$ cat config.mk
export PLATFORM = sky130hd
export DESIGN_NAME = glyph_bitmap_pixel_expander_top
export DESIGN_NICKNAME = d
export VERILOG_FILES = /design/src/hw/rtl/gep_pkg.sv /design/src/hw/rtl/gep_front.sv /design/src/hw/rtl/gep_queue.sv /design/src/hw/rtl/gep_back.sv /design/src/hw/rtl/glyph_bitmap_pixel_expander_top.sv
export SDC_FILE = /design/constraint.sdc
export NUM_CORES = 1
export LEC_CHECK = 0
export ABC_AREA = 1
export BUFFER_PORTS_ARGS = -buffer_cell sky130_fd_sc_hd__buf_2
export CAP_MARGIN = 20
export CORE_ASPECT_RATIO = 1.2
export CORE_MARGIN = 5
export CORE_UTILIZATION = 40
export CTS_CLUSTER_SIZE = 10
export DETAILED_ROUTE_END_ITERATION = 10
export PLACE_DENSITY_LB_ADDON = 0.12
export SLEW_MARGIN = 20
export SYNTH_ARGS = -nofsm -noshare
export SYNTH_HDL_FRONTEND = slang
export SYNTH_SLANG_ARGS = --single-unit
$ cat constraint.sdc
create_clock -name clk -period 3.2 [get_ports clk]
set_input_delay 0.48 -clock clk [delete_from_list [all_inputs] [get_ports clk]]
set_output_delay 0.48 -clock clk [all_outputs]
set_load 0.05 [all_outputs]
$ cat src/hw/rtl/gep_pkg.sv
// shared types, constants and helpers for the glyph bitmap pixel expander
`timescale 1ns / 1ps

package gep_pkg;

  localparam int MAX_GLYPH_SIZE = 64;
  localparam int RUN_FIELD_MAX  = 127;
  localparam int SIZE_LIMIT     = (MAX_GLYPH_SIZE < RUN_FIELD_MAX) ? MAX_GLYPH_SIZE
                                                                   : RUN_FIELD_MAX;

  localparam int QUEUE_DEPTH = 4;
  localparam int QPTR_W      = $clog2(QUEUE_DEPTH);

  localparam logic REG_FG_COLOR = 1'b0;
  localparam logic REG_BG_COLOR = 1'b1;

  typedef logic [6:0]  dim_t;
  typedef logic [15:0] color_t;

  typedef enum logic {
    KIND_START = 1'b0,
    KIND_BYTE  = 1'b1
  } item_kind_t;

  // where the back end stands within the current bitmap bit
  typedef enum logic [1:0] {
    PH_LEAD  = 2'd0,
    PH_PIXEL = 2'd1,
    PH_TRAIL = 2'd2
  } bit_phase_t;

  typedef struct packed {
    item_kind_t  kind;
    logic [7:0]  bits;
    dim_t        width;
    dim_t        height;
    dim_t        lpad;
    dim_t        rpad;
  } glyph_cmd_t;

  function automatic dim_t clamp_dim(logic signed [9:0] v);
    dim_t r;
    if (v <= 10'sd0) begin
      r = '0;
    end else if (v > $signed(10'(SIZE_LIMIT))) begin
      r = 7'(SIZE_LIMIT);
    end else begin
      r = v[6:0];
    end
    return r;
  endfunction

endpackage

$ cat src/hw/rtl/gep_front.sv
// front end: accepts items and turns start geometry into clamped run lengths
`timescale 1ns / 1ps

module gep_front import gep_pkg::*; (
  input  logic              in_valid,
  output logic              in_stall,
  input  logic              kind,
  input  logic [7:0]        bitmap_byte,
  input  logic [6:0]        glyph_width,
  input  logic [6:0]        glyph_height,
  input  logic signed [7:0] x_offset,
  input  logic [6:0]        advance,
  input  logic              q_full,
  output logic              push,
  output glyph_cmd_t        cmd
);

  logic signed [9:0] xoff_ext;
  logic signed [9:0] right_raw;
  dim_t              width_c;

  assign in_stall = q_full;
  assign push     = in_valid && !q_full;

  assign xoff_ext = {{2{x_offset[7]}}, x_offset};
  assign width_c  = clamp_dim($signed({3'b000, glyph_width}));
  // right padding uses the raw signed offset, not the clamped left padding
  assign right_raw = $signed({3'b000, advance}) - ($signed({3'b000, width_c}) + xoff_ext);

  always_comb begin
    cmd.kind   = item_kind_t'(kind);
    cmd.bits   = bitmap_byte;
    cmd.width  = width_c;
    cmd.height = clamp_dim($signed({3'b000, glyph_height}));
    cmd.lpad   = clamp_dim(xoff_ext);
    cmd.rpad   = clamp_dim(right_raw);
  end

endmodule

$ cat src/hw/rtl/gep_queue.sv
// short item queue between the front end and the back end
`timescale 1ns / 1ps

module gep_queue import gep_pkg::*; (
  input  logic       clk,
  input  logic       rst,
  input  logic       push,
  input  glyph_cmd_t push_cmd,
  input  logic       pop,
  output glyph_cmd_t head,
  output logic       head_valid,
  output logic       full
);

  glyph_cmd_t        slots [QUEUE_DEPTH];
  logic [QPTR_W-1:0] wr_ptr;
  logic [QPTR_W-1:0] rd_ptr;
  logic [QPTR_W:0]   count;

  assign head       = slots[rd_ptr];
  assign head_valid = (count != '0);
  assign full       = (count == (QPTR_W+1)'(QUEUE_DEPTH));

  always_ff @(posedge clk) begin
    if (rst) begin
      wr_ptr <= '0;
      rd_ptr <= '0;
      count  <= '0;
    end else begin
      if (push) begin
        wr_ptr <= wr_ptr + 1'b1;
      end
      if (pop) begin
        rd_ptr <= rd_ptr + 1'b1;
      end
      if (push && !pop) begin
        count <= count + 1'b1;
      end else if (pop && !push) begin
        count <= count - 1'b1;
      end
    end
  end

  always_ff @(posedge clk) begin
    if (push) begin
      slots[wr_ptr] <= push_cmd;
    end
  end

endmodule

$ cat src/hw/rtl/gep_back.sv
// back end: walks the bitmap bits and emits one pixel or padding run a cycle unless stalled or out of items
`timescale 1ns / 1ps

module gep_back import gep_pkg::*; (
  input  logic       clk,
  input  logic       rst,
  input  glyph_cmd_t head,
  input  logic       head_valid,
  output logic       pop,
  input  color_t     fg_color,
  input  color_t     bg_color,
  output logic       out_valid,
  input  logic       out_stall,
  output color_t     pixel_color,
  output logic [6:0] run_length,
  output logic       row_end,
  output logic       glyph_done
);

  dim_t       width_held, height_held, left_pad_held, right_pad_held;
  dim_t       column_count, row_count;
  logic       glyph_active;
  logic [2:0] bit_idx;
  bit_phase_t phase;

  dim_t       width_held_next, height_held_next, left_pad_held_next, right_pad_held_next;
  dim_t       column_count_next, row_count_next;
  logic       glyph_active_next;
  logic [2:0] bit_idx_next;
  bit_phase_t phase_next;

  logic       out_space, go, emit, advance_bit, finish_row;
  logic       last_col, last_row;
  dim_t       col_inc, row_inc;
  color_t     bit_color, e_color;
  logic [6:0] e_len;
  logic       e_row_end, e_done;

  assign out_space = !out_valid || !out_stall;
  assign go        = head_valid && out_space;
  assign col_inc   = column_count + 7'd1;
  assign row_inc   = row_count + 7'd1;
  assign last_col  = (col_inc >= width_held);
  assign last_row  = (row_inc >= height_held);
  // msb first
  assign bit_color = head.bits[~bit_idx] ? fg_color : bg_color;

  always_comb begin
    width_held_next     = width_held;
    height_held_next    = height_held;
    left_pad_held_next  = left_pad_held;
    right_pad_held_next = right_pad_held;
    column_count_next   = column_count;
    row_count_next      = row_count;
    glyph_active_next   = glyph_active;
    bit_idx_next        = bit_idx;
    phase_next          = phase;
    pop                 = 1'b0;
    emit                = 1'b0;
    advance_bit         = 1'b0;
    finish_row          = 1'b0;
    e_color             = bg_color;
    e_len               = 7'd1;
    e_row_end           = 1'b0;
    e_done              = 1'b0;

    if (go) begin
      if (head.kind == KIND_START) begin
        width_held_next     = head.width;
        height_held_next    = head.height;
        left_pad_held_next  = head.lpad;
        right_pad_held_next = head.rpad;
        column_count_next   = '0;
        row_count_next      = '0;
        glyph_active_next   = (head.width != '0) && (head.height != '0);
        bit_idx_next        = '0;
        phase_next          = PH_LEAD;
        pop                 = 1'b1;
      end else if (!glyph_active) begin
        // byte with no glyph open is dropped
        bit_idx_next = '0;
        phase_next   = PH_LEAD;
        pop          = 1'b1;
      end else if (phase == PH_LEAD && column_count == '0 && left_pad_held != '0) begin
        emit       = 1'b1;
        e_color    = bg_color;
        e_len      = left_pad_held;
        phase_next = PH_PIXEL;
      end else if (phase == PH_TRAIL) begin
        emit        = 1'b1;
        e_color     = bg_color;
        e_len       = right_pad_held;
        e_row_end   = 1'b1;
        e_done      = last_row;
        advance_bit = 1'b1;
        finish_row  = 1'b1;
      end else if (!last_col) begin
        emit              = 1'b1;
        e_color           = bit_color;
        column_count_next = col_inc;
        advance_bit       = 1'b1;
      end else if (right_pad_held != '0) begin
        emit       = 1'b1;
        e_color    = bit_color;
        phase_next = PH_TRAIL;
      end else begin
        emit        = 1'b1;
        e_color     = bit_color;
        e_row_end   = 1'b1;
        e_done      = last_row;
        advance_bit = 1'b1;
        finish_row  = 1'b1;
      end

      if (finish_row) begin
        column_count_next = '0;
        if (last_row) begin
          glyph_active_next = 1'b0;
          row_count_next    = '0;
        end else begin
          row_count_next = row_inc;
        end
      end

      if (advance_bit) begin
        phase_next   = PH_LEAD;
        bit_idx_next = bit_idx + 3'd1;
        // leftover bits after the last row are dropped with the byte
        if (bit_idx == 3'd7 || (finish_row && last_row)) begin
          bit_idx_next = '0;
          pop          = 1'b1;
        end
      end
    end
  end

  always_ff @(posedge clk) begin
    if (rst) begin
      width_held     <= '0;
      height_held    <= '0;
      left_pad_held  <= '0;
      right_pad_held <= '0;
      column_count   <= '0;
      row_count      <= '0;
      glyph_active   <= 1'b0;
      bit_idx        <= '0;
      phase          <= PH_LEAD;
      out_valid      <= 1'b0;
    end else begin
      width_held     <= width_held_next;
      height_held    <= height_held_next;
      left_pad_held  <= left_pad_held_next;
      right_pad_held <= right_pad_held_next;
      column_count   <= column_count_next;
      row_count      <= row_count_next;
      glyph_active   <= glyph_active_next;
      bit_idx        <= bit_idx_next;
      phase          <= phase_next;
      if (out_space) begin
        out_valid <= emit;
      end
    end
  end

  always_ff @(posedge clk) begin
    if (emit) begin
      pixel_color <= e_color;
      run_length  <= e_len;
      row_end     <= e_row_end;
      glyph_done  <= e_done;
    end
  end

`ifndef NO_ASSERTIONS
  a_done_ends_row: assert property (@(posedge clk) disable iff (rst)
    out_valid && glyph_done |-> row_end)
    else $error("glyph_done without row_end");

  a_run_nonzero: assert property (@(posedge clk) disable iff (rst)
    out_valid |-> run_length != '0)
    else $error("zero length run emitted");

  a_col_in_range: assert property (@(posedge clk) disable iff (rst)
    glyph_active |-> column_count < width_held)
    else $error("column count past glyph width");

  a_trail_needs_pad: assert property (@(posedge clk) disable iff (rst)
    phase == PH_TRAIL |-> glyph_active && right_pad_held != '0)
    else $error("right padding phase without padding");

  a_pop_has_item: assert property (@(posedge clk) disable iff (rst)
    pop |-> head_valid)
    else $error("pop from empty queue");
`endif

endmodule

$ cat src/hw/rtl/glyph_bitmap_pixel_expander_top.sv
// Glyph bitmap pixel expander: input item channel in, pixel run channel out.
// A kind 0 item loads glyph geometry (width, height, x offset, advance); kind 1
// items carry bitmap bytes, read msb first, running on across rows. Each
// result is a colour and a run length: bitmap pixels come out one at a time,
// left and right padding as single background runs, with row_end on the last
// result of a row and glyph_done on the last of the glyph.
// An item is taken when in_valid is high and in_stall low; a result is taken
// when out_valid is high and out_stall low. Four items queue between the
// input and the bit walker, so input keeps flowing while results wait.
// With the queue empty, a taken byte is queued and its result then registered at
// the output. Throughput: the bit walker gives one result per cycle while the queue
// holds an item and the output is not stalled; a byte yields up to 24 results, a
// start item or ignored byte none. A stalled output holds its result and pauses the
// walker; the queue then fills and raises in_stall. Reset (synchronous, rst high)
// empties the queue and the output, closes any glyph and sets fg_color to 0xffff,
// bg_color to 0. The user writes the colours over the APB port at byte address 0
// (fg_color) and 4 (bg_color) only while idle; the block does not enforce this.
`timescale 1ns / 1ps

module glyph_bitmap_pixel_expander_top import gep_pkg::*; (
  input  logic              clk,
  input  logic              rst,
  input  logic              psel,
  input  logic              penable,
  input  logic              pwrite,
  input  logic [2:0]        paddr,
  input  logic [31:0]       pwdata,
  output logic [31:0]       prdata,
  output logic              pready,
  input  logic              in_valid,
  output logic              in_stall,
  input  logic              kind,
  input  logic [7:0]        bitmap_byte,
  input  logic [6:0]        glyph_width,
  input  logic [6:0]        glyph_height,
  input  logic signed [7:0] x_offset,
  input  logic [6:0]        advance,
  output logic              out_valid,
  input  logic              out_stall,
  output logic [15:0]       pixel_color,
  output logic [6:0]        run_length,
  output logic              row_end,
  output logic              glyph_done
);

  color_t     fg_color, bg_color;
  logic       push, pop, q_full, head_valid;
  glyph_cmd_t push_cmd, head;
  logic       reg_sel;

  assign pready  = 1'b1;
  assign reg_sel = paddr[2];
  assign prdata  = (reg_sel == REG_BG_COLOR) ? {16'h0000, bg_color} : {16'h0000, fg_color};

  always_ff @(posedge clk) begin
    if (rst) begin
      fg_color <= 16'hffff;
      bg_color <= 16'h0000;
    end else if (psel && penable && pwrite && pready) begin
      if (reg_sel == REG_FG_COLOR) begin
        fg_color <= pwdata[15:0];
      end else begin
        bg_color <= pwdata[15:0];
      end
    end
  end

  gep_front u_front (
    .in_valid     (in_valid),
    .in_stall     (in_stall),
    .kind         (kind),
    .bitmap_byte  (bitmap_byte),
    .glyph_width  (glyph_width),
    .glyph_height (glyph_height),
    .x_offset     (x_offset),
    .advance      (advance),
    .q_full       (q_full),
    .push         (push),
    .cmd          (push_cmd)
  );

  gep_queue u_queue (
    .clk        (clk),
    .rst        (rst),
    .push       (push),
    .push_cmd   (push_cmd),
    .pop        (pop),
    .head       (head),
    .head_valid (head_valid),
    .full       (q_full)
  );

  gep_back u_back (
    .clk         (clk),
    .rst         (rst),
    .head        (head),
    .head_valid  (head_valid),
    .pop         (pop),
    .fg_color    (fg_color),
    .bg_color    (bg_color),
    .out_valid   (out_valid),
    .out_stall   (out_stall),
    .pixel_color (pixel_color),
    .run_length  (run_length),
    .row_end     (row_end),
    .glyph_done  (glyph_done)
  );

endmodule
**After elaboration in Yosys (flattened, before gate mapping)**

Memories as Yosys holds them, arrays and structs flattened. A register that Yosys moved wholly into a read port is not among the register bits.
Cells that the tools add are included.

- Bits in registers: 113
- Bits in writable memories: 148
- Bits of input ports: 80
- Output and inout bits: 60
- Logic and storage cells: 163
- Memories kept: 1

- $add $sub $neg: 9
- Order comparisons: 11
- Eq/ne operators: 12
- Muxes and demuxes: 72
- Bitwise operators: 5
- Reductions and logical operators: 34

Memory list:

| memory | depth | width | rd ports | clocked after memory_dff | write ports | line | source |
|---|---|---|---|---|---|---|---|
| u_queue.slots | 4 | 37 | 1 | 1 | 1 | gep_queue.sv:15 | `glyph_cmd_t slots [QUEUE_DEPTH];` |

Operator list:

| cell | number |
|---|---|
| two-way mux 7 bit | 19 |
| two-way mux 16 bit | 7 |
| two-way mux 1 bit | 30 |
| nonzero test 7 bit | 4 |
| two-way mux 2 bit | 9 |
| two-way mux 3 bit | 6 |
| inequality test 3 bit (second input constant) | 5 |
| inequality test 5 bit (second input constant) | 3 |
| adder 7 x 1 -> 7 bit (second input constant) | 2 |
| >= comparator 7 bit | 2 |
| greater-than comparator 7 bit (second input constant) | 2 |
| <= comparator 7 x 1 -> 1 bit (second input constant) | 2 |
| greater-than comparator 10 x 8 -> 1 bit (second input constant) | 1 |
| <= comparator 10 x 1 -> 1 bit (second input constant) | 1 |
| logical AND 1 bit | 10 |
| AND reduction 2 bit | 5 |
| subtractor 8 x 10 -> 10 bit | 1 |
| adder 8 x 8 -> 9 bit | 1 |
| greater-than comparator 8 bit (second input constant) | 1 |
| <= comparator 8 x 1 -> 1 bit (second input constant) | 1 |
| logical NOT 7 bit | 1 |
| adder 3 x 1 -> 3 bit (second input constant) | 2 |
| == test 3 bit (second input constant) | 2 |
| logical NOT 1 bit | 5 |
| 16 further kinds | 21 |

**Longest topological paths before layout**

Gate-level depths: netlist (run 1).

- Word-level depth: 16
- Depth in mapped cells: 24
- Mapped depth without buffers: 24

**By module**

From an unflattened synthesis (run 1), not the netlist that was laid out.

- Cell total of the unflattened synthesis: 1349
- Area, all modules: 12534.5 µm²

Modules (own cells, without submodules):

| module | times used | cells an instance | area each (µm²) |
|---|---|---|---|
| gep_queue | 1 | 417 | 5935.7 |
| gep_back | 1 | 493 | 3926.3 |
| glyph_bitmap_pixel_expander_top | 1 | 248 | 1636.6 |
| gep_front | 1 | 191 | 1036.0 |

**Worst setup path before layout (run 1)**

No wires, ideal clock.

- Path type: input -> register
- Start point: input glyph_width[0]
- End point: memory u_queue.slots[0][0] (netlist bit), data pin
- Library setup time: 0.267 ns
- Data arrival time: 3.111 ns
- Setup slack: -0.177 ns
- Stages on the path: 21
- Path buffers: 0
- Cells stage by stage: inv_1 -> nor2_1 -> ha_1 -> inv_1 -> fa_1 -> o21ai_2 -> a21oi_1 -> o21ai_0 -> xor2_1 -> ha_1 -> nand2_1 -> nor2_1 -> nand2_1 -> nand3_1 -> inv_1 -> nor2_1 -> nand3_1 -> nand2_4 -> nand2_2 -> o21ai_4 -> nor2_1

RTL lines:

| element | line | source |
|---|---|---|
| start: declaration | glyph_bitmap_pixel_expander_top.sv:34 | `input logic [6:0] glyph_width,` |
| end: declaration | gep_queue.sv:15 |  |

==> flow_summary_export.csv, run 1 <==
group,metric,value,unit
logic_synthesis,post-synth-top-area-cell,"edfxtp_1",
placement,pre_cts_ws,-0.397,ns
clock_network,holdBufCountCts,0,
placement,io_port_bufs,104,
logic_synthesis,synthDominantCellAreaShare,0.422,
run,max-cap-violations,0,
cells_and_area,antenna_cells_inserted,0,
floorplanning,area_inside_the_core_boundary,30500,um2
hold_path,min_delay_worst_endpoint,"u_queue.slots[0][31]",
pwr,power.leakage,6.24,nW
clock_network,clock-sinks,263,
pwr,worst_ir_drop_vdd,0.476,mV
routing,final_antenna_net_count,0,
setup_path,reg_to_reg_critical_path_endpoint,"u_queue.count[1]",
clock_network,numCtsBuffers,30,
setup_path,worst_ep_required_time,3.49,ns
floorplanning,design.die.area,34400,um2
timing,finalSetupViolCount,0,
routing,route.final.wire_length,28700,um
status,status,"completed",
global_route,first_global_vias,9091,
timing,timing_hold_violations_final,0,
setup_path,critical_path.max_fanout,4,
cells_and_area,regArea,7000,um2
logic_synthesis,mapped_cells,1272,
clock_network,tritoncts,"yes",
hold_path,worstHoldPathType,"primary input to flop",
clock_network,path_clk_slew,0.06,ns
pwr,pwr_density_cell,780,nW/um2
logic_synthesis,yosysWarnings,0,
logic_synthesis,yosysSeqAreaShare,0.568,
hold_path,timing.hold.worst_path_depth,1,
routing,drt_iter0_drc,514,
timing,final_clock_skew,0.0133,ns
logic_synthesis,postSynthAreaPerCell,9.68,um2
cells_and_area,number_of_fill_cells,2837,
cells_and_area,final_nets,1576,
timing,finalCritPeriodShare,0.956,
logic_synthesis,unique_masters_post_synth,47,
setup_path,rr_startpoint,"u_back.column_count[0]",
cells_and_area,drive_above_1_share,0.241,
floorplanning,initial_core_util,0.404,
clock_network,cts_max_level,1,
clock_network,clock_tree.buffer_depth,3,
setup_path,worst_ep_arrival_time,3.35,ns
global_route,globalRoute.totalOverflow,0,
logic_synthesis,synthesis.area,12300,um2
cells_and_area,syn_to_final_growth,21.7,%
timing,rsz0062_at_grt,"yes",
timing,slew_headroom,0.571,
setup_path,timing.critical_path.to_type,"flop",
routing,vias,9165,
floorplanning,ioPinCount,140,
logic_synthesis,netlist_top_cells_area,"edfxtp_1 42%, dfxtp_1 15%, o21ai_0 5.7%, nand2_1 5.4%, nor2_1 5.2%",
clock_network,cts_root_buffer,"clkbuf_16",
setup_path,timing.setup.critical_path_class,"primary input to flop",
placement,routabilityCongestion,0.807,
cells_and_area,multi_input_comb_area,4720,um2
cells_and_area,layout_common_cells,"173 x edfxtp_1, 168 x nand2_1, 153 x nor2_1, 136 x o21ai_0, 123 x inv_1",
routing,remaining_drc_errors,0,
logic_synthesis,synth_async_sr_flop_share,0,
timing,tightest_slew,0.644,ns
clock_network,clk_latency,0.54,ns
routing,routed_wire_length_per_instance,15.3,um
setup_path,reg2reg_setup_slack,0.15,ns
routing,viasPerCell,4.89,
global_route,maximum_number_of_pins_on_one_net_before_global_route_repair,63,
global_route,track_usage,0.164,
timing,setup_ws,0.142,ns
logic_synthesis,synth.ff_latch_count,263,
timing,fin_setup_tns,0,ns
setup_path,critical_path.startpoint_type,"primary input",
floorplanning,die_h,202,um
floorplanning,floorplan.rows,70,
timing,max_freq,327,MHz
routing,drt-pass1-iter-count,5,
timing,holdWs,0.160,ns
setup_path,timing.critical_path.from,"glyph_width[1]",
timing,final_period_minus_worst_setup_slack,3.06,ns
hold_path,hold_start,"bitmap_byte[3]",
logic_synthesis,synth-main-ff-cell,"edfxtp_1",
global_route,grt_first_pass_wirelength,46600,um
cells_and_area,final_common_cell,"edfxtp_1",
logic_synthesis,synth-edff-count,173,
global_route,antenna_found_initial,0,
timing,report.final.slew_viol_count,0,
floorplanning,die_width,170,um
placement,detailed_place_hpwl,19200,um
setup_path,r2r_cells,19,
cells in the mapped netlist, drive strengths merged, types with 13 or more instances:
library cell  count
nor2            177
buf              46
dfxtp            90
xor2             16
a31oi            15
nand4            13
a21oi            75
clkbuf           23
o21ai           160
nand2           188
ha               38
nand3            69
edfxtp          173
inv             138
power by group:
part	switching (W)	total, W	internal [W]
Sequential	0.000210	0.00435	0.00414
Combinational	0.00278	0.00424	0.00146
Clock	0.00127	0.00309	0.00182
worst max path at each step:
| stage | to | slack (ns) | cells past startpoint |
|---|---|---|---|
| floorplan | u_queue.slots[0][0] | 0.008 | 21 |
| global placement | u_queue.slots[2][1] | -0.35 | 25 |
| detailed placement | u_queue.slots[3][1] | -0.40 | 23 |
| CTS | u_queue.count[2] | 0.008 | 22 |
| global route | u_queue.slots[3][5] | -0.06 | 21 |
| finish | u_queue.slots[3][3] | 0.14 | 21 |
worst max-delay path, cell delays in order:
cell,delay [ns]
buf_2,0.07
inv_1,0.04
buf_4,0.12
nor2_1,0.11
inv_1,0.09
fa_2,0.37
o21ai_2,0.17
a21oi_1,0.08
o21ai_1,0.15
xor2_1,0.16
ha_1,0.27
buf_4,0.15
a21oi_2,0.14
nand3_2,0.10
nand2_1,0.09
nand2_2,0.07
nor2_4,0.13
nand2_4,0.07
o21ai_4,0.26
buf_12,0.17
nor2_4,0.04
cell type report:
| cell class | instances | share of cell area |
|---|---|---|
| Tap cell | 396 | 0.0331 |
| Clock inverter | 1 | 0.000251 |
| Clock buffer | 55 | 0.0585 |
| Timing Repair Buffer | 205 | 0.0903 |
| Inverter | 138 | 0.0351 |
| Multi-Input combinational cell | 817 | 0.315 |
| Sequential cell | 263 | 0.468 |
through the flow:
step           instance area [um2]  total power, W  instances  utilization
2_1_floorplan                12400         0.00737       1287            -
3_3_place_gp                 13600         0.00841       1801        0.446
3_5_place_dp                 13600         0.00845       1801        0.446
4_1_cts                      14600          0.0116       1865        0.478
5_1_grt                      15000          0.0125       1875        0.491
6_report                     15000          0.0117       1875        0.491
metal layers:
| metal | track usage | share of wire | up-vias |
|---|---|---|---|
| met3 | 0.0190 | 0.044 | 28 |
| met4 | 0.0328 | 0.014 | 0 |
| met2 | 0.296 | 0.50 | 170 |
| met1 | 0.211 | 0.44 | 4306 |
| li1 | - | - | 4661 |
| met5 | 0 | 0 | - |
registers in the layout (all words and copies together), names as in the netlist, 7 cells and up, named ones only:
name                   cells
u_back.column_count        7
u_back.height_held         7
bg_color                  16
u_back.row_count           7
u_back.run_length          7
u_queue.slots            148
fg_color                  16
u_back.pixel_color        16
u_back.right_pad_held      7
u_back.width_held          7
u_back.left_pad_held       7
cell families after synthesis:
| group | after synthesis | share of synthesized area |
|---|---|---|
| flip-flops | 263 | 0.568 |
| adder cells (fa/ha/maj) | 41 | 0.0435 |
| buffers and inverters | 207 | 0.0809 |
| AND/OR/NAND/NOR | 462 | 0.164 |
| other | 2 | 0.000610 |
| AO/OA/AOI/OAI | 277 | 0.129 |
| XOR/XNOR | 20 | 0.0142 |
repair_timing:
item,4_1_cts,5_1_grt
endpoints found under the hold margin,0,0
pin swaps,6,53
gates resized for setup,10,76
endpoints found under the setup margin,2,30
setup buffers,8,10
(Power assumes the default switching activity.)
==> inputs of run 2 (changes only) <==
- BUFFER_PORTS_ARGS: -buffer_cell sky130_fd_sc_hd__buf_2 -> unset
- CTS_CLUSTER_DIAMETER: unset -> 40
- DONT_BUFFER_PORTS: unset -> 1
==> flow_summary_export.csv, run 2 (synthesis results as in run 1) <==
group,metric,value,unit
status,status,"completed",
floorplanning,die_h,202,um
placement,detailed_place_hpwl,18500,um
global_route,antenna_found_initial,0,
routing,drt-pass1-iter-count,5,
global_route,grt_first_pass_wirelength,45500,um
timing,max_freq,321,MHz
cells_and_area,drive_above_1_share,0.166,
routing,route.final.wire_length,28600,um
timing,slew_headroom,0.302,
timing,fin_setup_tns,0,ns
setup_path,timing.critical_path.to_type,"flop",
clock_network,clock-sinks,263,
placement,routabilityCongestion,0.820,
clock_network,holdBufCountCts,0,
routing,viasPerCell,4.95,
timing,final_clock_skew,0.0168,ns
placement,placed_cells,1684,
hold_path,worstHoldPathType,"primary input to flop",
cells_and_area,largest_register_ff_count,148,
timing,finalSetupViolCount,0,
cells_and_area,layout_common_cells,"173 x edfxtp_1, 172 x nand2_1, 156 x nor2_1, 127 x inv_1, 121 x o21ai_0",
clock_network,cts_root_buffer,"clkbuf_16",
cells_and_area,final_common_cell,"edfxtp_1",
timing,final_period_minus_worst_setup_slack,3.11,ns
placement,io_port_bufs,0,
setup_path,timing.setup.critical_path_class,"flop to flop",
clock_network,cts_max_level,2,
floorplanning,initial_core_util,0.404,
clock_network,numCtsBuffers,37,
global_route,maximum_number_of_pins_on_one_net_before_global_route_repair,52,
cells_and_area,stdcell_count,1758,
cells_and_area,syn_to_final_growth,17.3,%
routing,drt_iter0_drc,446,
pwr,pwr_density_cell,847,nW/um2
routing,vias,8708,
setup_path,critical_path.startpoint_type,"flop",
timing,timing_hold_violations_final,0,
floorplanning,design.die.area,34400,um2
cells_and_area,final_nets,1457,
cells_and_area,finalCoreUtilization,0.474,
timing,rsz0062_at_grt,"yes",
setup_path,worst_ep_required_time,3.64,ns
cells_and_area,antenna_cells_inserted,0,
setup_path,worst_ep_arrival_time,3.55,ns
routing,remaining_drc_errors,0,
pwr,power.leakage,5.83,nW
floorplanning,die_width,170,um
global_route,first_global_vias,8625,
setup_path,critical_path.max_fanout,3,
timing,tightest_slew,1.04,ns
floorplanning,area_inside_the_core_boundary,30500,um2
timing,report.final.slew_viol_count,0,
clock_network,tritoncts,"yes",
pwr,total_power,0.0122,W
floorplanning,ioPinCount,140,
global_route,globalRoute.totalOverflow,0,
run,max-cap-violations,0,
cells_and_area,number_of_fill_cells,2869,
pwr,worst_ir_drop_vdd,0.419,mV
floorplanning,floorplan.rows,70,
clock_network,clk_latency,0.51,ns
routing,routed_wire_length_per_instance,16.3,um
clock_network,path_clk_slew,0.05,ns
cells_and_area,largest_register,"u_queue.slots",
timing,finalCritPeriodShare,0.972,
clock_network,clock_tree.buffer_depth,3,
global_route,track_usage,0.164,
routing,final_antenna_net_count,0,
==> run 2: changes by cell type in the layout (fill, tap and decap cells not counted), sizes merged <==
| cell | previous run | this run |
|---|---|---|
| clkbuf | 55 | 53 |
| clkinvlp | 0 | 4 |
| bufinv | 0 | 2 |
| buf | 205 | 79 |
| clkinv | 1 | 6 |
==> run 2: per-layer routing <==
metal  up-vias  global-route usage  wire [um]
met5         -                   0          0
met4         0              0.0525        727
met1      4047               0.206      12300
met3        50              0.0366       1660
met2       187               0.281      13900
li1       4424                   -          -
==> run 2: per-stage QoR <==
stage | setup slack (ns) | area (um2) | hold WS, ns
6_report | 0.0883 | 14400 | 0.0492
5_1_grt | -0.116 | 14400 | 0.00822
4_1_cts | 0.00632 | 14200 | 0.00568
3_5_place_dp | -0.323 | 13000 | 0.454
3_3_place_gp | -0.274 | 13000 | 0.443
2_1_floorplan | 0.00825 | 12400 | 0.433
==> run 2: worst max-delay path, stage by stage, from the launching register on <==
cell,delay [ns]
dfxtp_1,0.33
ha_1,0.19
nand3_1,0.15
nor3_2,0.17
xor2_1,0.22
ha_1,0.29
a21o_1,0.19
nor2_1,0.13
nand3_2,0.14
nand4_1,0.17
nand3_4,0.09
nand3_4,0.11
ha_4,0.13
inv_2,0.04
fa_2,0.32
nor2_1,0.10
nor2_1,0.04
nand2_1,0.08
o21ai_1,0.06
a21oi_1,0.11
==> run 2: final timing paths <==
| kind | start | endpoint | slack (ns) | cells past startpoint |
|---|---|---|---|---|
| setup / recovery | u_back.row_count[0] | u_queue.count[2] | 0.09 | 19 |
| hold / removal | rst | u_back.phase[1] | 0.05 | 1 |
| setup reg to reg | u_back.row_count[0] | u_queue.count[2] | 0.09 | 19 |
| hold reg to reg | u_back.height_held[6] | u_back.height_held[6] | 0.46 | 2 |
==> run 2: final cells by class <==
cell class	count	area (um2)	area share
sequential	263	7000	0.485
multi-input combinational	817	4620	0.320
clock buffer	53	1030	0.0710
timing repair buffer	79	651	0.0450
inverter	138	526	0.0364
tap	396	495	0.0343
clock inverter	12	123	0.00849
==> run 2: where the power goes <==
group | leakage [nW] | switching [W] | internal [W]
logic | 2.94 | 0.00258 | 0.00135
clock network | 0.549 | 0.00141 | 0.00239
registers | 2.34 | 0.000347 | 0.00415
total | 5.83 | 0.00435 | 0.00789
==> run 2: timing repair <==
action	CTS	global route
setup buffers	6	3
gates resized for setup	3	48
cloned	0	0
endpoints found under the setup margin	2	27
pin swaps	2	19
hold endpoints to repair	0	0
